## src/sv/ebj_pkg.sv

```systemverilog
// ----------------------------------------------------------------------------
// ebj_pkg: shared types and constants of the backoff controller
// Field widths, action codes, register indexes and reset values, and the divider status type.
// ----------------------------------------------------------------------------
package ebj_pkg;

   localparam int CODE_W     = 8;
   localparam int WAIT_W     = 32;
   localparam int RAND_W     = 64;
   localparam int ACT_W      = 2;
   localparam int CSR_IDX_W  = 2;
   localparam int CSR_DATA_W = 32;

   // action codes
   localparam logic [ACT_W-1:0] ACT_WAIT   = 2'd0;
   localparam logic [ACT_W-1:0] ACT_OK     = 2'd1;
   localparam logic [ACT_W-1:0] ACT_GIVEUP = 2'd2;
   localparam logic [ACT_W-1:0] ACT_CFGERR = 2'd3;

   // register indexes
   localparam logic [CSR_IDX_W-1:0] REG_BASE_WINDOW = 2'd0;
   localparam logic [CSR_IDX_W-1:0] REG_MAX_WINDOW  = 2'd1;
   localparam logic [CSR_IDX_W-1:0] REG_ATTEMPT_LIM = 2'd2;

   // register reset values
   localparam logic [CSR_DATA_W-1:0] BASE_WINDOW_RST = 32'd100;
   localparam logic [CSR_DATA_W-1:0] MAX_WINDOW_RST  = 32'd30000;
   localparam logic [CSR_DATA_W-1:0] ATTEMPT_LIM_RST = 32'd0;

   typedef struct packed {
      logic busy;
      logic done;
   } div_stat_type;

endpackage

```

## src/sv/ebj_req_if.sv

```systemverilog
// ----------------------------------------------------------------------------
// ebj_req_if: request channel
// One attempt outcome with its error code and random word, valid/ready.
// ----------------------------------------------------------------------------
interface ebj_req_if;
   import ebj_pkg::*;

   logic              valid;
   logic              ready;
   logic              attempt_ok;
   logic [CODE_W-1:0] fail_code;
   logic [RAND_W-1:0] random_word;

   modport source (output valid, output attempt_ok, output fail_code,
                   output random_word, input ready);
   modport sink   (input valid, input attempt_ok, input fail_code,
                   input random_word, output ready);
endinterface

```

## src/sv/ebj_rsp_if.sv

```systemverilog
// ----------------------------------------------------------------------------
// ebj_rsp_if: response channel
// Action, wait time and final error code, valid/ready.
// ----------------------------------------------------------------------------
interface ebj_rsp_if;
   import ebj_pkg::*;

   logic              valid;
   logic              ready;
   logic [ACT_W-1:0]  action;
   logic [WAIT_W-1:0] wait_ms;
   logic [CODE_W-1:0] final_code;

   modport source (output valid, output action, output wait_ms,
                   output final_code, input ready);
   modport sink   (input valid, input action, input wait_ms,
                   input final_code, output ready);
endinterface

```

## src/sv/ebj_mod_unit.sv

```systemverilog
// ----------------------------------------------------------------------------
// ebj_mod_unit: bit-serial modulo
// Restoring remainder, one dividend bit per cycle over all RANDOM_WIDTH dividend bits.
// ----------------------------------------------------------------------------
module ebj_mod_unit #(
   parameter int RANDOM_WIDTH = 64,
   parameter int WINDOW_WIDTH = 32
) (
   input  logic                      clock,
   input  logic                      reset,
   input  logic                      start,
   input  logic [RANDOM_WIDTH-1:0]   dividend,
   input  logic [WINDOW_WIDTH-1:0]   divisor,
   output ebj_pkg::div_stat_type     stat,
   output logic [WINDOW_WIDTH-1:0]   remainder
);
   import ebj_pkg::*;

   localparam int CNT_W = $clog2(RANDOM_WIDTH);
   localparam logic [CNT_W-1:0] LAST_STEP = CNT_W'(RANDOM_WIDTH - 1);

   logic                    busy_ff, busy_in;
   logic [CNT_W-1:0]        cnt_ff, cnt_in;
   logic [RANDOM_WIDTH-1:0] dvd_ff, dvd_in;
   logic [WINDOW_WIDTH-1:0] dvs_ff, dvs_in;
   logic [WINDOW_WIDTH-1:0] rem_ff, rem_in;

   logic [WINDOW_WIDTH:0]   shifted;
   logic [WINDOW_WIDTH+1:0] diff;
   logic [WINDOW_WIDTH-1:0] rem_step;

   always_comb begin
      shifted  = {rem_ff, dvd_ff[RANDOM_WIDTH-1]};
      diff     = {1'b0, shifted} - {2'b00, dvs_ff};
      // borrow means the shifted remainder stays below the divisor
      rem_step = diff[WINDOW_WIDTH+1] ? shifted[WINDOW_WIDTH-1:0]
                                      : diff[WINDOW_WIDTH-1:0];

      busy_in = busy_ff;
      cnt_in  = cnt_ff;
      dvd_in  = dvd_ff;
      dvs_in  = dvs_ff;
      rem_in  = rem_ff;
      if (start) begin
         busy_in = 1'b1;
         cnt_in  = LAST_STEP;
         dvd_in  = dividend;
         dvs_in  = divisor;
         rem_in  = '0;
      end else if (busy_ff) begin
         dvd_in = dvd_ff << 1;
         rem_in = rem_step;
         cnt_in = cnt_ff - CNT_W'(1);
         if (cnt_ff == '0) begin
            busy_in = 1'b0;
         end
      end
   end

   always_ff @(posedge clock) begin
      if (reset) begin
         busy_ff <= 1'b0;
         cnt_ff  <= '0;
      end else begin
         busy_ff <= busy_in;
         cnt_ff  <= cnt_in;
      end
      dvd_ff <= dvd_in;
      dvs_ff <= dvs_in;
      rem_ff <= rem_in;
   end

   assign stat.busy = busy_ff;
   assign stat.done = busy_ff && (cnt_ff == '0);
   assign remainder = rem_step;

endmodule

```

## src/sv/exponential_backoff_jitter_top.sv

```systemverilog
// ----------------------------------------------------------------------------
// exponential_backoff_jitter_top: retry controller, capped backoff with jitter
// Turns attempt outcomes into wait, success, give-up or config-error actions.
// ----------------------------------------------------------------------------
// Usage:
//   req_ch carries one attempt outcome per request: attempt_ok, fail_code and
//   a random word. rsp_ch returns exactly one response per request: action,
//   wait_ms (wait actions only) and final_code (give-up only).
//   csr_we/csr_index/csr_wdata write base window (0), max window (1) and
//   attempt limit (2); a base window write also reloads the current window.
//   Write registers only while no request is in flight.
// Sequencing:
//   success, give-up and config-error requests go from idle to finish; a wait
//   request first runs the bit-serial modulo, one random bit per cycle, in the
//   divide state. The finish state loads the response register and returns
//   to idle, so a new request is taken only after the previous response is
//   loaded.
// Reset: registers return to 100 / 30000 / 0, window to base, count to 0.
// Stall: the response register holds until rsp_ch.ready; the next request
//   is still taken and finished, then waits behind it.
// ----------------------------------------------------------------------------
module exponential_backoff_jitter_top #(
   parameter int RANDOM_WIDTH = 64,
   parameter int WINDOW_WIDTH = 32
) (
   input  logic                              clock,
   input  logic                              reset,
   ebj_req_if.sink                           req_ch,
   ebj_rsp_if.source                         rsp_ch,
   input  logic                              csr_we,
   input  logic [ebj_pkg::CSR_IDX_W-1:0]     csr_index,
   input  logic [ebj_pkg::CSR_DATA_W-1:0]    csr_wdata
);
   import ebj_pkg::*;

   localparam logic [1:0] ST_IDLE   = 2'd0;
   localparam logic [1:0] ST_DIVIDE = 2'd1;
   localparam logic [1:0] ST_FINISH = 2'd2;

   logic [1:0]              state_ff, state_in;
   logic [WINDOW_WIDTH-1:0] base_ff, base_in;
   logic [WINDOW_WIDTH-1:0] max_ff, max_in;
   logic [CSR_DATA_W-1:0]   limit_ff, limit_in;
   logic [WINDOW_WIDTH-1:0] window_ff, window_in;
   logic [CSR_DATA_W-1:0]   count_ff, count_in;
   logic [ACT_W-1:0]        act_ff, act_in;
   logic [WAIT_W-1:0]       wait_ff, wait_in;
   logic [CODE_W-1:0]       code_ff, code_in;
   logic                    rsp_valid_ff, rsp_valid_in;
   logic [ACT_W-1:0]        rsp_act_ff, rsp_act_in;
   logic [WAIT_W-1:0]       rsp_wait_ff, rsp_wait_in;
   logic [CODE_W-1:0]       rsp_code_ff, rsp_code_in;

   logic                    accept;
   logic                    div_start;
   logic [WINDOW_WIDTH-1:0] win;
   logic [WINDOW_WIDTH-1:0] cap;
   logic [CSR_DATA_W-1:0]   count_inc;
   logic [WINDOW_WIDTH-1:0] div_rem;
   div_stat_type            div_stat;

   assign req_ch.ready = (state_ff == ST_IDLE);
   assign accept       = req_ch.valid && req_ch.ready;

   always_comb begin
      win       = (window_ff == '0) ? WINDOW_WIDTH'(1) : window_ff;
      cap       = (max_ff == '0) ? WINDOW_WIDTH'(1) : max_ff;
      count_inc = count_ff + CSR_DATA_W'(1);

      state_in     = state_ff;
      base_in      = base_ff;
      max_in       = max_ff;
      limit_in     = limit_ff;
      window_in    = window_ff;
      count_in     = count_ff;
      act_in       = act_ff;
      wait_in      = wait_ff;
      code_in      = code_ff;
      rsp_valid_in = rsp_valid_ff;
      rsp_act_in   = rsp_act_ff;
      rsp_wait_in  = rsp_wait_ff;
      rsp_code_in  = rsp_code_ff;
      div_start    = 1'b0;

      if (rsp_valid_ff && rsp_ch.ready) begin
         rsp_valid_in = 1'b0;
      end

      case (state_ff)
         ST_IDLE: begin
            if (accept) begin
               state_in = ST_FINISH;
               wait_in  = '0;
               code_in  = '0;
               if (base_ff == '0) begin
                  act_in    = ACT_CFGERR;
                  window_in = base_ff;
                  count_in  = '0;
               end else if (req_ch.attempt_ok) begin
                  act_in    = ACT_OK;
                  window_in = base_ff;
                  count_in  = '0;
               end else if ((limit_ff != '0) && (count_inc >= limit_ff)) begin
                  act_in    = ACT_GIVEUP;
                  code_in   = req_ch.fail_code;
                  window_in = base_ff;
                  count_in  = '0;
               end else begin
                  act_in    = ACT_WAIT;
                  state_in  = ST_DIVIDE;
                  div_start = 1'b1;
                  if (limit_ff != '0) begin
                     count_in = count_inc;
                  end
                  // double the window unless that would pass the cap
                  if (win <= (cap >> 1)) begin
                     window_in = win << 1;
                  end else begin
                     window_in = cap;
                  end
               end
            end
         end
         ST_DIVIDE: begin
            if (div_stat.done) begin
               wait_in  = WAIT_W'(div_rem);
               state_in = ST_FINISH;
            end
         end
         ST_FINISH: begin
            if (!rsp_valid_ff || rsp_ch.ready) begin
               rsp_valid_in = 1'b1;
               rsp_act_in   = act_ff;
               rsp_wait_in  = wait_ff;
               rsp_code_in  = code_ff;
               state_in     = ST_IDLE;
            end
         end
         default: begin
            state_in = ST_IDLE;
         end
      endcase

      if (csr_we) begin
         case (csr_index)
            REG_BASE_WINDOW: begin
               base_in   = csr_wdata[WINDOW_WIDTH-1:0];
               window_in = csr_wdata[WINDOW_WIDTH-1:0];
            end
            REG_MAX_WINDOW: begin
               max_in = csr_wdata[WINDOW_WIDTH-1:0];
            end
            REG_ATTEMPT_LIM: begin
               limit_in = csr_wdata;
            end
            default: begin
            end
         endcase
      end
   end

   always_ff @(posedge clock) begin
      if (reset) begin
         state_ff     <= ST_IDLE;
         base_ff      <= BASE_WINDOW_RST[WINDOW_WIDTH-1:0];
         max_ff       <= MAX_WINDOW_RST[WINDOW_WIDTH-1:0];
         limit_ff     <= ATTEMPT_LIM_RST;
         window_ff    <= BASE_WINDOW_RST[WINDOW_WIDTH-1:0];
         count_ff     <= '0;
         rsp_valid_ff <= 1'b0;
      end else begin
         state_ff     <= state_in;
         base_ff      <= base_in;
         max_ff       <= max_in;
         limit_ff     <= limit_in;
         window_ff    <= window_in;
         count_ff     <= count_in;
         rsp_valid_ff <= rsp_valid_in;
      end
      act_ff      <= act_in;
      wait_ff     <= wait_in;
      code_ff     <= code_in;
      rsp_act_ff  <= rsp_act_in;
      rsp_wait_ff <= rsp_wait_in;
      rsp_code_ff <= rsp_code_in;
   end

   ebj_mod_unit #(
      .RANDOM_WIDTH (RANDOM_WIDTH),
      .WINDOW_WIDTH (WINDOW_WIDTH)
   ) u_mod (
      .clock     (clock),
      .reset     (reset),
      .start     (div_start),
      .dividend  (req_ch.random_word[RANDOM_WIDTH-1:0]),
      .divisor   (win),
      .stat      (div_stat),
      .remainder (div_rem)
   );

   assign rsp_ch.valid      = rsp_valid_ff;
   assign rsp_ch.action     = rsp_act_ff;
   assign rsp_ch.wait_ms    = rsp_wait_ff;
   assign rsp_ch.final_code = rsp_code_ff;

   // the divider only finishes while the sequencer waits on it
   a_div_done_in_divide: assert property (@(posedge clock) disable iff (reset)
      div_stat.done |-> (state_ff == ST_DIVIDE))
      else $error("divider done outside divide state");

   // a zero base window always answers with a config error
   a_cfgerr_on_zero_base: assert property (@(posedge clock) disable iff (reset)
      (accept && (base_ff == '0)) |=> ((state_ff == ST_FINISH) && (act_ff == ACT_CFGERR)))
      else $error("zero base window did not give config error");

   // only wait responses carry a wait time
   a_wait_only_on_wait: assert property (@(posedge clock) disable iff (reset)
      (rsp_valid_ff && (rsp_act_ff != ACT_WAIT)) |-> (rsp_wait_ff == '0))
      else $error("wait time on a non-wait response");

endmodule

```

## src/flat_wrapper.sv

```systemverilog
// flat-port wrapper written by rule: the top's interface ports become plain ports
module exponential_backoff_jitter_top_flat import ebj_pkg::*;
#(
   parameter int RANDOM_WIDTH = 64,
   parameter int WINDOW_WIDTH = 32
)
  (clock, reset, csr_we, csr_index, csr_wdata, req_ch_valid, req_ch_attempt_ok, req_ch_fail_code, req_ch_random_word, req_ch_ready, rsp_ch_valid, rsp_ch_action, rsp_ch_wait_ms, rsp_ch_final_code, rsp_ch_ready);
  ebj_req_if req_ch_i ();
  ebj_rsp_if rsp_ch_i ();
  input  logic clock;
  input  logic reset;
  input  logic csr_we;
  input  logic [ebj_pkg::CSR_IDX_W-1:0] csr_index;
  input  logic [ebj_pkg::CSR_DATA_W-1:0] csr_wdata;
  input wire logic [$bits(req_ch_i.valid)-1:0] req_ch_valid;
  input wire logic [$bits(req_ch_i.attempt_ok)-1:0] req_ch_attempt_ok;
  input wire logic [$bits(req_ch_i.fail_code)-1:0] req_ch_fail_code;
  input wire logic [$bits(req_ch_i.random_word)-1:0] req_ch_random_word;
  output wire logic [$bits(req_ch_i.ready)-1:0] req_ch_ready;
  output wire logic [$bits(rsp_ch_i.valid)-1:0] rsp_ch_valid;
  output wire logic [$bits(rsp_ch_i.action)-1:0] rsp_ch_action;
  output wire logic [$bits(rsp_ch_i.wait_ms)-1:0] rsp_ch_wait_ms;
  output wire logic [$bits(rsp_ch_i.final_code)-1:0] rsp_ch_final_code;
  input wire logic [$bits(rsp_ch_i.ready)-1:0] rsp_ch_ready;
  assign req_ch_i.valid = req_ch_valid;
  assign req_ch_i.attempt_ok = req_ch_attempt_ok;
  assign req_ch_i.fail_code = req_ch_fail_code;
  assign req_ch_i.random_word = req_ch_random_word;
  assign req_ch_ready = req_ch_i.ready;
  assign rsp_ch_valid = rsp_ch_i.valid;
  assign rsp_ch_action = rsp_ch_i.action;
  assign rsp_ch_wait_ms = rsp_ch_i.wait_ms;
  assign rsp_ch_final_code = rsp_ch_i.final_code;
  assign rsp_ch_i.ready = rsp_ch_ready;
  exponential_backoff_jitter_top #(.RANDOM_WIDTH(RANDOM_WIDTH), .WINDOW_WIDTH(WINDOW_WIDTH)) u_core (.clock(clock), .reset(reset), .req_ch(req_ch_i), .rsp_ch(rsp_ch_i), .csr_we(csr_we), .csr_index(csr_index), .csr_wdata(csr_wdata));
endmodule
```

## config.mk

```make
export PLATFORM = sky130hd
export DESIGN_NAME = exponential_backoff_jitter_top_flat
export DESIGN_NICKNAME = d
export VERILOG_FILES = /design/src/sv/ebj_pkg.sv /design/src/sv/ebj_req_if.sv /design/src/sv/ebj_rsp_if.sv /design/src/sv/ebj_mod_unit.sv /design/src/sv/exponential_backoff_jitter_top.sv /design/src/flat_wrapper.sv
export SDC_FILE = /design/constraint.sdc
export NUM_CORES = 1
export LEC_CHECK = 0
export BUFFER_PORTS_ARGS = -buffer_cell sky130_fd_sc_hd__buf_2
export CAP_MARGIN = 20
export CORE_ASPECT_RATIO = 0.6
export CORE_UTILIZATION = 50
export DETAILED_ROUTE_END_ITERATION = 7
export GPL_TIMING_DRIVEN = 0
export PLACE_DENSITY = 0.74
export SYNTH_ARGS = -nofsm -noshare
export SYNTH_HDL_FRONTEND = slang
export SYNTH_SLANG_ARGS = --single-unit
```

## constraint.sdc

```tcl
create_clock -name clock -period 7.9 [get_ports clock]
set_input_delay 1.185 -clock clock [delete_from_list [all_inputs] [get_ports clock]]
set_output_delay 1.185 -clock clock [all_outputs]
set_load 0.005 [all_outputs]
```

### After elaboration in Yosys (flattened, before gate mapping)

Cells that the tools add are included.

| storage, ports and cells | value |
|---|---|
| register bits | 382 |
| bits of input ports | 112 |
| output and inout port bits | 44 |
| logic and storage cells | 100 |

| cells by class | value |
|---|---|
| $add $sub $neg | 3 |
| magnitude comparators | 2 |
| eq/ne operators | 7 |
| multiplexer cells | 42 |
| bitwise logic cells | 1 |
| reduce and logical (&&, ||, !) cells | 26 |

Operators with widths:

| operator | number |
|---|---|
| $mux 32 | 17 |
| $mux 64 | 2 |
| $logic_not 32->1 | 3 |
| $pmux 32 s2 | 1 |
| $sub 33x32->34 | 1 |
| $add 32x1->32 const B | 1 |
| $ge 32x32->1 | 1 |
| $le 32x31->1 | 1 |
| $reduce_bool 32->1 | 1 |
| $mux 2 | 8 |
| $mux 6 | 2 |
| $mux 1 | 11 |
| $reduce_and 2->1 | 5 |
| $reduce_and 3->1 | 3 |
| $logic_not 6->1 | 1 |
| $pmux 2 s3 | 1 |
| $sub 6x1->6 const B | 1 |
| $eq 2x1->1 const B | 2 |
| $eq 2x2->1 const B | 2 |
| $logic_and 1x1->1 | 4 |
| $logic_not 2->1 | 2 |
| $ne 2x1->1 const B | 2 |
| $reduce_bool 2->1 | 2 |
| $reduce_bool 4->1 | 1 |
| other kinds (6) | 6 |

### Depth between registers and ports, before layout

| depth | value |
|---|---|
| depth in word-level cells | 11 |
| gate-level depth with buffers | 20 |
| depth with buffers taken out | 19 |

### By module

A second synthesis with hierarchy kept.

| unflattened totals | value |
|---|---|
| cell total of the unflattened synthesis | 2,072 |
| area, all modules | 19,876.6 sq um |

By module, submodules not included:

| module | times used | cells an instance | area an instance (sq um) |
|---|---|---|---|
| exponential_backoff_jitter_top | 1 | 1,402 | 12,208.0 |
| ebj_mod_unit | 1 | 670 | 7,668.6 |

### Worst setup path after synthesis

Ideal clock, no wire load.

| path | value |
|---|---|
| path type | flip-flop to flip-flop |
| from | reg u_core.count_ff[0] |
| to | reg u_core.u_mod.dvd_ff[0], enable pin |
| library setup time | 432 ps |
| arrival | 4,841 ps |
| required time | 7,468 ps |
| setup slack | 2,627 ps |
| cell stages (with the launch flop) | 18 |
| path buffers | 1 |
| cells stage by stage | dfxtp_1 ha_1 nand3_2 nor4_2 nand2_1 nor2_1 and4_1 nand2_1 xnor2_1 ha_1 a21o_1 a211o_1 o211ai_1 a311oi_1 nor3_2 nand2_1 buf_2 nand2b_1 |

| on the way | value |
|---|---|
| cells in the longest elaborated chain, start to end | 9 |

RTL lines:

| what | RTL line | text |
|---|---|---|
| from (decl) | exponential_backoff_jitter_top.sv:45 | `logic [CSR_DATA_W-1:0] count_ff, count_in;` |
| from (signal assigned) | exponential_backoff_jitter_top.sv:177 | `count_ff <= count_in;` |
| $add 32x1->32 | exponential_backoff_jitter_top.sv:68 | `count_inc = count_ff + CSR_DATA_W'(1);` |
| $ge 32x32->1 | exponential_backoff_jitter_top.sv:103 | `end else if ((limit_ff != '0) && (count_inc >= limit_ff)) begin` |
| $logic_and 1x1->1 | exponential_backoff_jitter_top.sv:103 |  |
| $mux 1 | exponential_backoff_jitter_top.sv:103 |  |
| $mux 1 | exponential_backoff_jitter_top.sv:99 | `end else if (req_ch.attempt_ok) begin` |
| $mux 1 | exponential_backoff_jitter_top.sv:95 | `if (base_ff == '0) begin` |
| $mux 1 | exponential_backoff_jitter_top.sv:91 | `if (accept) begin` |
| $mux 1 | exponential_backoff_jitter_top.sv:89 | `case (state_ff)` |
| $reduce_bool 2->1 (no source line) | n/a |  |
| to (signal assigned) | ebj_mod_unit.sv:68 | `dvd_ff <= dvd_in;` |
| to (decl) | ebj_mod_unit.sv:24 | `logic [RANDOM_WIDTH-1:0] dvd_ff, dvd_in;` |

Every way passes these cells.
A chain may end at the register's enable or synchronous reset.

### Final worst setup path

| path | value |
|---|---|
| from | reg u_core.count_ff[0] |
| to | reg u_core.u_mod.dvd_ff[57], data pin |

| on the way | value |
|---|---|
| cells in the longest elaborated chain, start to end | 9 |

RTL lines:

| what | RTL line | text |
|---|---|---|
| $add 32x1->32 | exponential_backoff_jitter_top.sv:68 |  |
| $ge 32x32->1 | exponential_backoff_jitter_top.sv:103 |  |
| $logic_and 1x1->1 | exponential_backoff_jitter_top.sv:103 |  |
| $mux 1 | exponential_backoff_jitter_top.sv:103 |  |
| $mux 1 | exponential_backoff_jitter_top.sv:99 |  |
| $mux 1 | exponential_backoff_jitter_top.sv:95 |  |
| $mux 1 | exponential_backoff_jitter_top.sv:91 |  |
| $mux 1 | exponential_backoff_jitter_top.sv:89 |  |
| via u_core.div_start | exponential_backoff_jitter_top.sv:55 | `logic div_start;` |
| $mux 64 | ebj_mod_unit.sv:44 | `if (start) begin` |
| via u_core.u_mod.dvd_in[57] | ebj_mod_unit.sv:24 |  |

The timed path passes the listed nets, and every way through them passes these cells.

==> flow_metrics.env <==
export IMPL_vias=15900
export IMPL_gp_congestion=0.993
export IMPL_synth_top_area_share_pct=28.5
export IMPL_cts_hold_buf=0
export IMPL_rsz0062_at_grt="false"
export IMPL_fmax_ghz=0.174
export IMPL_antenna_found_initial=1
export IMPL_die_area_um2=38800
export IMPL_report_final_slew_viol_count=0
export IMPL_drt_antenna_violating_nets=0
export IMPL_clock_skew_ps=19.3
export IMPL_die_w_um=253
export IMPL_syn_inst=2010
export IMPL_drc_errors=0
export IMPL_clockRootBuffer="clkbuf_16"
export IMPL_fin_crit_sh_pct=72.8
export IMPL_synth_edf_count=180
export IMPL_port_buffers=154
export IMPL_yosysSeqAreaShare_pct=49.8
export IMPL_dp_cells=2671
export IMPL_ctsResizeCount=0
export IMPL_leakagePower_uw=0.00839
export IMPL_syn_cell_area_um2=19000
export IMPL_hpwl_um=40400
export IMPL_max_cap_violations=0
export IMPL_drt_pass1_iterations=6
export IMPL_powerDensity_nw_per_um2=293
export IMPL_synth_cell_types=77
export IMPL_maxSlewHeadroom_pct=36.6
export IMPL_critPathKind="reg -> reg"
export IMPL_synthTopCellsByCount="nand2_1, a21oi_1, dfxtp_1, edfxtp_1, o21ai_0"
export IMPL_cp_required_ps=8190
export IMPL_yosys_area_top_type="edfxtp_1"
export IMPL_routedWlPerCell_um=19.5
export IMPL_synth_most_common_cell="nand2_1"
export IMPL_register_area_um2=9450
export IMPL_synth_area_leaders="edfxtp_1, dfxtp_1, a21oi_1"
export IMPL_grt_ovfl_total=0
export IMPL_outcome="finished clean"
export IMPL_cts_tree="yes"
export IMPL_vdd_ir_drop_max_uv=190
export IMPL_cts_max_level=2
export IMPL_min_path_type="reg -> reg"
export IMPL_via_per_inst=5.79
export IMPL_start_kind="flop"
export IMPL_ys_flop_type="dfxtp_1"
export IMPL_clock_sinks=382
export IMPL_grt_pass1_vias=14600
export IMPL_crit_path_end_kind="flop"
export IMPL_clock_path_buffers=3
export IMPL_grt_usage_pct=27.4
export IMPL_fin_cells=2741
export IMPL_first_iter_violations=2087
export IMPL_path_clk_slew_ps=60
export IMPL_core_area_um2=36800
export IMPL_tns_ps=0
export IMPL_multiInputGateArea_um2=8550
export IMPL_cp_max_fo=41
export IMPL_synth_seq_cells=382
export IMPL_tightestPinTransition_ps=948
export IMPL_grt_pass1_wl_um=82300
export IMPL_rows=54
export IMPL_power_uw=6330
export IMPL_avgSynthCellArea_um2=9.44
export IMPL_async_flop_share_pct=0
export IMPL_die_h_um=153
export IMPL_crit_arrival_ps=6040
export IMPL_start_util_pct=51.5
export IMPL_ys_warn_count=0
export IMPL_synth_nets=2221
export IMPL_ios=156
export IMPL_fin_nets=2418
export IMPL_routed_wl_um=53500
export IMPL_cts_setup_buffers=0
export IMPL_cts_buffers=38
export IMPL_drive_above_1_share_pct=14.3
export IMPL_clk_latency_ps=550
export IMPL_nFillCells=3221
export IMPL_finalSetupViolCount=0
export IMPL_grt_max_degree=65
export IMPL_finalHoldViolCount=0
export IMPL_fin_crit_ps=5750
export IMPL_area_delta_synth_final_pct=14.0
critical path, cell delays in order, from the launching register on:
cell	delay (ps)
dfxtp_1	460
ha_1	280
nand3_2	200
nor4_2	520
nand2_1	110
nor2_1	330
and4_1	320
nand2_1	100
xnor2_1	190
ha_1	280
a21o_1	170
a211o_1	280
o211ai_1	170
a311oi_1	240
nor3_2	460
nand2_1	210
inv_2	170
buf_4	240
buf_6	370
mux2_1	380
power breakdown:
part / internal (uW) / switching [uW]
Combinational: 770 / 1290
Sequential: 2360 / 156
Clock: 968 / 783
worst paths after layout:
check	start	end	slack, ps	cells past startpoint
min reg2reg	u_core.code_ff[0]	u_core.rsp_ch.final_code[0]	420	0
min	u_core.code_ff[0]	u_core.rsp_ch.final_code[0]	420	0
max reg2reg	u_core.count_ff[0]	u_core.u_mod.dvd_ff[57]	2150	19
max	u_core.count_ff[0]	u_core.u_mod.dvd_ff[57]	2150	19
sequential cells by signal (all words and copies together), names as in the netlist:
signal / flops
u_core.u_mod.cnt_ff: 6
u_core.max_ff: 32
u_core.u_mod.dvs_ff: 32
u_core.rsp_ch.wait_ms: 32
u_core.u_mod.rem_ff: 32
u_core.u_mod.dvd_ff: 64
u_core.rsp_ch.final_code: 8
u_core.base_ff: 32
u_core.rsp_ch.action: 2
u_core.act_ff: 2
u_core.code_ff: 8
u_core.wait_ff: 32
u_core.limit_ff: 32
u_core.count_ff: 32
u_core.state_ff: 2
u_core.window_ff: 32
u_core.u_mod.busy_ff: 1
u_core.rsp_ch.valid: 1
metal layers:
| layer | share of wire, % | GRT usage [%] |
|---|---|---|
| met1 | 46 | 41.2 |
| met2 | 41 | 38.3 |
| met3 | 11 | 7.68 |
| met4 | 2.3 | 6.67 |
| met5 | 0 | 0 |
stage by stage:
step	setup WS, ps	util [%]	area, um2	hold WS, ps
5_1_grt	1760	58.7	21600	426
3_3_place_gp	974	55.3	20400	401
6_report	2150	58.7	21600	418
4_1_cts	2160	58.7	21600	419
2_1_floorplan	2630	-	19000	400
3_5_place_dp	2190	55.5	20400	405
area by class of cell:
cell class                      instances  area share, %
Antenna cell                            1         0.0116
Buffer                                133           2.66
Clock buffer                           56           5.05
Clock inverter                         13          0.434
Inverter                              114           1.98
Multi-Input combinational cell       1381           39.5
Sequential cell                       382           43.7
Tap cell                              504           2.92
Timing Repair Buffer                  157           3.75
logic make-up after synthesis:
group                    after synthesis  share of synthesized area (%)
AO/OA/AOI/OAI                        536                           16.1
buffers and inverters                247                           5.28
AND/OR/NAND/NOR                      609                           14.9
XOR/XNOR                              58                           2.76
adder cells (fa/ha/maj)               99                           6.57
multiplexers                          79                           4.58
flip-flops                           382                           49.8
placed cells by master, fill, tap and decap left out, types with 8 or more instances in the layout:
cell,count
ha_1,98
a211oi_1,9
nand2_1,300
xor2_1,22
xnor2_1,34
buf_2,173
nor2b_1,8
clkbuf_16,39
and4_1,9
nor3_1,14
a21o_1,24
a21oi_1,252
dfxtp_1,202
nand4_1,24
nor4_1,42
a211o_1,13
inv_1,112
nor2_1,97
nand2b_1,9
clkbuf_1,113
o21a_1,10
o21ai_1,15
mux2_1,16
edfxtp_1,180
o21ai_0,154
nand3_1,44
mux2i_1,16
and3_1,20
mux2_2,47
Power figures use the tool's default switching activity.
